[src/design/rce_pkg.sv]
// Shared types and constants for the residual cokurtosis element block.
package rce_pkg;

  localparam int DATA_W          = 32;
  localparam int IDX_W           = 4;
  localparam int COL_W           = 12;
  localparam int CNT_W           = 5;
  // compare width: holds any index, any asset count and MAX_ASSETS up to 32
  localparam int CMP_W           = 6;
  localparam int MAX_ASSETS_DEF  = 16;
  localparam int FRAC_BITS_DEF   = 16;
  localparam int ASSET_COUNT_RST = 16;

  typedef enum logic [1:0] {
    OP_COV_WR = 2'd0,
    OP_M2_WR  = 2'd1,
    OP_M4_WR  = 2'd2,
    OP_QUERY  = 2'd3
  } rce_op_e;

  // equality pattern of the four query indices
  typedef enum logic [2:0] {
    CLS_ZERO   = 3'd0,
    CLS_ALL    = 3'd1,
    CLS_THREE  = 3'd2,
    CLS_PAIRS  = 3'd3,
    CLS_SINGLE = 3'd4
  } rce_class_e;

  // operand selection: cov0 = cov(cr,cc), cov1 = cov(q,q), m2_0 = m2[p], m2_1 = m2[q], m4 = m4[p]
  typedef struct packed {
    rce_class_e       cls;
    logic [IDX_W-1:0] cr;
    logic [IDX_W-1:0] cc;
    logic [IDX_W-1:0] p;
    logic [IDX_W-1:0] q;
  } rce_sel_t;

  typedef struct packed {
    logic cov_we;
    logic m2_we;
    logic m4_we;
  } rce_wr_t;

  typedef struct packed {
    logic             valid;
    rce_class_e       cls;
    logic [IDX_W-1:0] row;
    logic [COL_W-1:0] col;
  } rce_ctl_t;

endpackage

[src/design/rce_decode.sv]
// Query index pattern classifier and store operand selection.
module rce_decode (
  input  logic [rce_pkg::IDX_W-1:0] i_i,
  input  logic [rce_pkg::IDX_W-1:0] j_i,
  input  logic [rce_pkg::IDX_W-1:0] k_i,
  input  logic [rce_pkg::IDX_W-1:0] l_i,
  output rce_pkg::rce_sel_t         sel_o
);

  logic eq_ij, eq_ik, eq_il, eq_jk, eq_jl, eq_kl;

  assign eq_ij = (i_i == j_i);
  assign eq_ik = (i_i == k_i);
  assign eq_il = (i_i == l_i);
  assign eq_jk = (j_i == k_i);
  assign eq_jl = (j_i == l_i);
  assign eq_kl = (k_i == l_i);

  always_comb begin
    sel_o     = '0;
    sel_o.cls = rce_pkg::CLS_ZERO;
    priority if (eq_ij && eq_ik && eq_il) begin
      sel_o.cls = rce_pkg::CLS_ALL;
      sel_o.cr  = i_i;
      sel_o.cc  = i_i;
      sel_o.p   = i_i;
    end else if (eq_ij && eq_ik) begin
      sel_o.cls = rce_pkg::CLS_THREE;
      sel_o.cr  = i_i;
      sel_o.cc  = l_i;
      sel_o.p   = i_i;
    end else if (eq_ij && eq_il) begin
      sel_o.cls = rce_pkg::CLS_THREE;
      sel_o.cr  = i_i;
      sel_o.cc  = k_i;
      sel_o.p   = i_i;
    end else if (eq_ik && eq_il) begin
      sel_o.cls = rce_pkg::CLS_THREE;
      sel_o.cr  = i_i;
      sel_o.cc  = j_i;
      sel_o.p   = i_i;
    end else if (eq_jk && eq_jl) begin
      sel_o.cls = rce_pkg::CLS_THREE;
      sel_o.cr  = j_i;
      sel_o.cc  = i_i;
      sel_o.p   = j_i;
    end else if (eq_ij && eq_kl) begin
      sel_o.cls = rce_pkg::CLS_PAIRS;
      sel_o.cr  = i_i;
      sel_o.cc  = i_i;
      sel_o.p   = i_i;
      sel_o.q   = k_i;
    end else if ((eq_ik && eq_jl) || (eq_il && eq_jk)) begin
      sel_o.cls = rce_pkg::CLS_PAIRS;
      sel_o.cr  = i_i;
      sel_o.cc  = i_i;
      sel_o.p   = i_i;
      sel_o.q   = j_i;
    end else if (eq_ij) begin
      sel_o.cls = rce_pkg::CLS_SINGLE;
      sel_o.cr  = k_i;
      sel_o.cc  = l_i;
      sel_o.p   = i_i;
    end else if (eq_ik) begin
      sel_o.cls = rce_pkg::CLS_SINGLE;
      sel_o.cr  = j_i;
      sel_o.cc  = l_i;
      sel_o.p   = i_i;
    end else if (eq_il) begin
      sel_o.cls = rce_pkg::CLS_SINGLE;
      sel_o.cr  = j_i;
      sel_o.cc  = k_i;
      sel_o.p   = i_i;
    end else if (eq_jk) begin
      sel_o.cls = rce_pkg::CLS_SINGLE;
      sel_o.cr  = i_i;
      sel_o.cc  = l_i;
      sel_o.p   = j_i;
    end else if (eq_jl) begin
      sel_o.cls = rce_pkg::CLS_SINGLE;
      sel_o.cr  = i_i;
      sel_o.cc  = k_i;
      sel_o.p   = j_i;
    end else if (eq_kl) begin
      sel_o.cls = rce_pkg::CLS_SINGLE;
      sel_o.cr  = i_i;
      sel_o.cc  = j_i;
      sel_o.p   = k_i;
    end else begin
      sel_o.cls = rce_pkg::CLS_ZERO;
    end
  end

endmodule

[config.mk]
export PLATFORM = sky130hd
export DESIGN_NAME = rce_decode
export DESIGN_NICKNAME = d
export VERILOG_FILES = /design/src/design/rce_pkg.sv /design/src/design/rce_decode.sv
export SDC_FILE = /design/constraint.sdc
export NUM_CORES = 1
export LEC_CHECK = 0
export ABC_AREA = 1
export CAP_MARGIN = 20
export CORE_MARGIN = 10
export CORE_UTILIZATION = 65
export DETAILED_ROUTE_END_ITERATION = 8
export DONT_BUFFER_PORTS = 1
export GPL_TIMING_DRIVEN = 0
export PLACE_DENSITY = 0.81
export SYNTH_ARGS = -nofsm -noshare
export SYNTH_HDL_FRONTEND = slang
export SYNTH_SLANG_ARGS = --single-unit
[constraint.sdc]
create_clock -name vclk -period 3.3
set_input_delay 0.66 -clock vclk [all_inputs]
set_output_delay 0.66 -clock vclk [all_outputs]
set_load 0.01 [all_outputs]
==> qor.csv <==
stage;metric;value;unit
synth;register area share after synthesis;0;%
power_and_ir_drop;cell area power density;152.2;nW/µm²
route;drc violations;0;
synth;count leader, synth;nand2_1;
synth;Mapped Area;1587;µm²
place;Placement Setup Slack;0.5497;ns
die;core area;2276;µm²
setup_path;Critical Path RT;2.64;ns
cells_and_area;fill cell count;221;
setup_path;kind of critical path;input port to primary output;
global_route;gr ovfl total;0;
power_and_ir_drop;leak pwr;0.9026;nW
cells_and_area;post-route cell area;1622;µm²
flow_run;MaxCap Viol Count;0;
setup_path;delay of the slowest critical-path stage;0.40;ns
clocking;Gates resized, CTS repair;0;
timing;final setup violation count;0;
power_and_ir_drop;internal cell power;82.62;µW
setup_path;Worst setup SP type;input port;
cells_and_area;area occupied by multi-input gates;1343;µm²
timing;final slew viol count;0;
timing;relative slew slack;67.81;%
power_and_ir_drop;Flop pwr share;0;%
timing;Min Hold Slack;1.459;ns
synth;area leader, netlist;nand2_1;
setup_path;cell breakdown of the critical path;buf_2 -> inv_2 -> nand2_1 -> nand2_2 -> nor2_4 -> nand2_4 -> nor2_8 -> o21ai_4 -> clkinv_2 -> a211oi_1;
cells_and_area;# diodes;0;
cells_and_area;layout cells sized above 1;28.21;%
die;die width;69.41;µm
timing;Setup TNS;0;ns
global_route;vias in the first global route;1450;
setup_path;Worst Path Buf+Inv;3;
global_route;Total GRT Usage;17.13;%
synth;synth top area cells;nand2_1 (22%), nand3_1 (6.9%), nor2_1 (6.2%);
route;WL per Instance;14.23;µm
setup_path;arrival time at the worst endpoint;2.10;ns
place;Cell Area, Placed;1622;µm²
cells_and_area;Clock buffer cells;0;
setup_path;Crit path depth;10;
clocking;setup bufs post-CTS;0;
die;Die Height;69.41;µm
place;Placer Congestion;0.8958;
timing;measured slew at the worst slew-check pin;0.4778;ns
timing;final hold violations;0;
cells_and_area;register area;0;µm²
synth;Yosys top cell area share;21.53;%
global_route;first-pass GRT wire length;7376;µm
route;DR iter-0 viols;174;
place;DP HPWL;3521;µm
timing;worst setup margin;0.5436;ns
run_status;status;finished, final reports clean;
power_and_ir_drop;Power, Total;246.8;µW
worst_hold_path;class of the worst hold path;input port to primary output;
die;io pins;35;
global_route;pin count of the biggest net entering global routing;11;
timing;final period utilization;83.53;%
setup_path;CP max FO;10;
place;# port buffers;0;
synth;Post-Synthesis Cells;280;
cells_and_area;Finished Layout Cells;308;
die;Cell Rows;17;
timing;Max Freq;362.8;MHz
power_and_ir_drop;Peak VDD IR;94.15;µV
route;Detailed Route WL;4382;µm
die;Initial Util;69.71;%
cells_and_area;synth-to-layout area growth;2.208;%
power_and_ir_drop;Clock power frac;0;%
global_route;initial antenna violation count;0;
place;placed cells;308;
cells_and_area;final core occ;71.25;%
timing;final period demand of the worst path;2.756;ns
cells_and_area;fin nets;298;
setup_path;end of the critical path;sel_o[18];
power_and_ir_drop;sw power;164.2;µW
setup_path;Top delay family on crit path;compound AO/OA/AOI/OAI gates;
die;DIE AREA;4817;µm²
route;post-route antenna net violation count;0;
synth;Synth Area per Inst;5.666;µm²
synth;Netlist cell types;32;
synth;syn nets;296;
power_and_ir_drop;Sw Share;66.52;%
setup_path;Worst Setup SP;l_i[1];
setup_path;CP max stage cell;a211oi_1;
route;vias per inst;5.549;
timing;RSZ-0062 raised after global routing;no;
cells_and_area;seq_cells;0;
worst_hold_path;worst hold path depth;2;
route;Via Count;1709;
route;TritonRoute pass-1 iters;4;
setup_path;Critical Path Sink Type;primary output;
clocking;hold buffer count at cts;0;
synth;Yosys warnings;0;
synth;Post-synth top cells;nand2_1 (91), nor2_1 (26), nand3_1 (22);
power_and_ir_drop;Comb power frac;100.0;%
==> routing by layer <==
layer  track usage [%]  up-vias  routed length (µm)
met2             26.92       71                1982
li1                  -      879                   -
met3             2.568        2                 390
met5                 0        -                   0
met4            0.6652        0                  15
met1             24.68      757                1993
==> cells by family after synthesis <==
logic type	after synthesis	share of synthesized area (%)
compound gates	34	14.12
xor+xnor	15	8.280
buf+inv	49	15.38
simple gates	182	62.22
==> final cells by class <==
cell class	instances	share of cell area, %
plain buffers	11	5.710
inverters	38	9.336
multi-input cells	231	82.79
well taps	28	2.160
==> placed cells by master, fill, tap and decap left out, types with 7 or more instances in the layout <==
master,instances
xnor2_1,10
nand3_1,22
nor2_1,26
a21oi_1,11
inv_2,15
nand3_2,9
nand2_4,7
nand2_1,91
nand2_2,14
inv_1,17
==> worst min path at each step <==
stage	start	to	slack (ns)
6_report	k_i[1]	sel_o[9]	1.46
3_5_place_dp	k_i[1]	sel_o[9]	1.47
2_1_floorplan	k_i[0]	sel_o[8]	1.44
4_1_cts	k_i[1]	sel_o[9]	1.47
5_1_grt	k_i[1]	sel_o[9]	1.48
3_3_place_gp	k_i[1]	sel_o[9]	1.46
==> power by group through the flow <==
| stage | Combinational [mW] | Clock [mW] | Sequential [mW] |
|---|---|---|---|
| floorplan | 0.209 | 0 | 0 |
| global placement | 0.243 | 0 | 0 |
| detailed placement | 0.246 | 0 | 0 |
| CTS | 0.246 | 0 | 0 |
| global route | 0.274 | 0 | 0 |
| finish | 0.247 | 0 | 0 |
(Power assumes the default switching activity.)
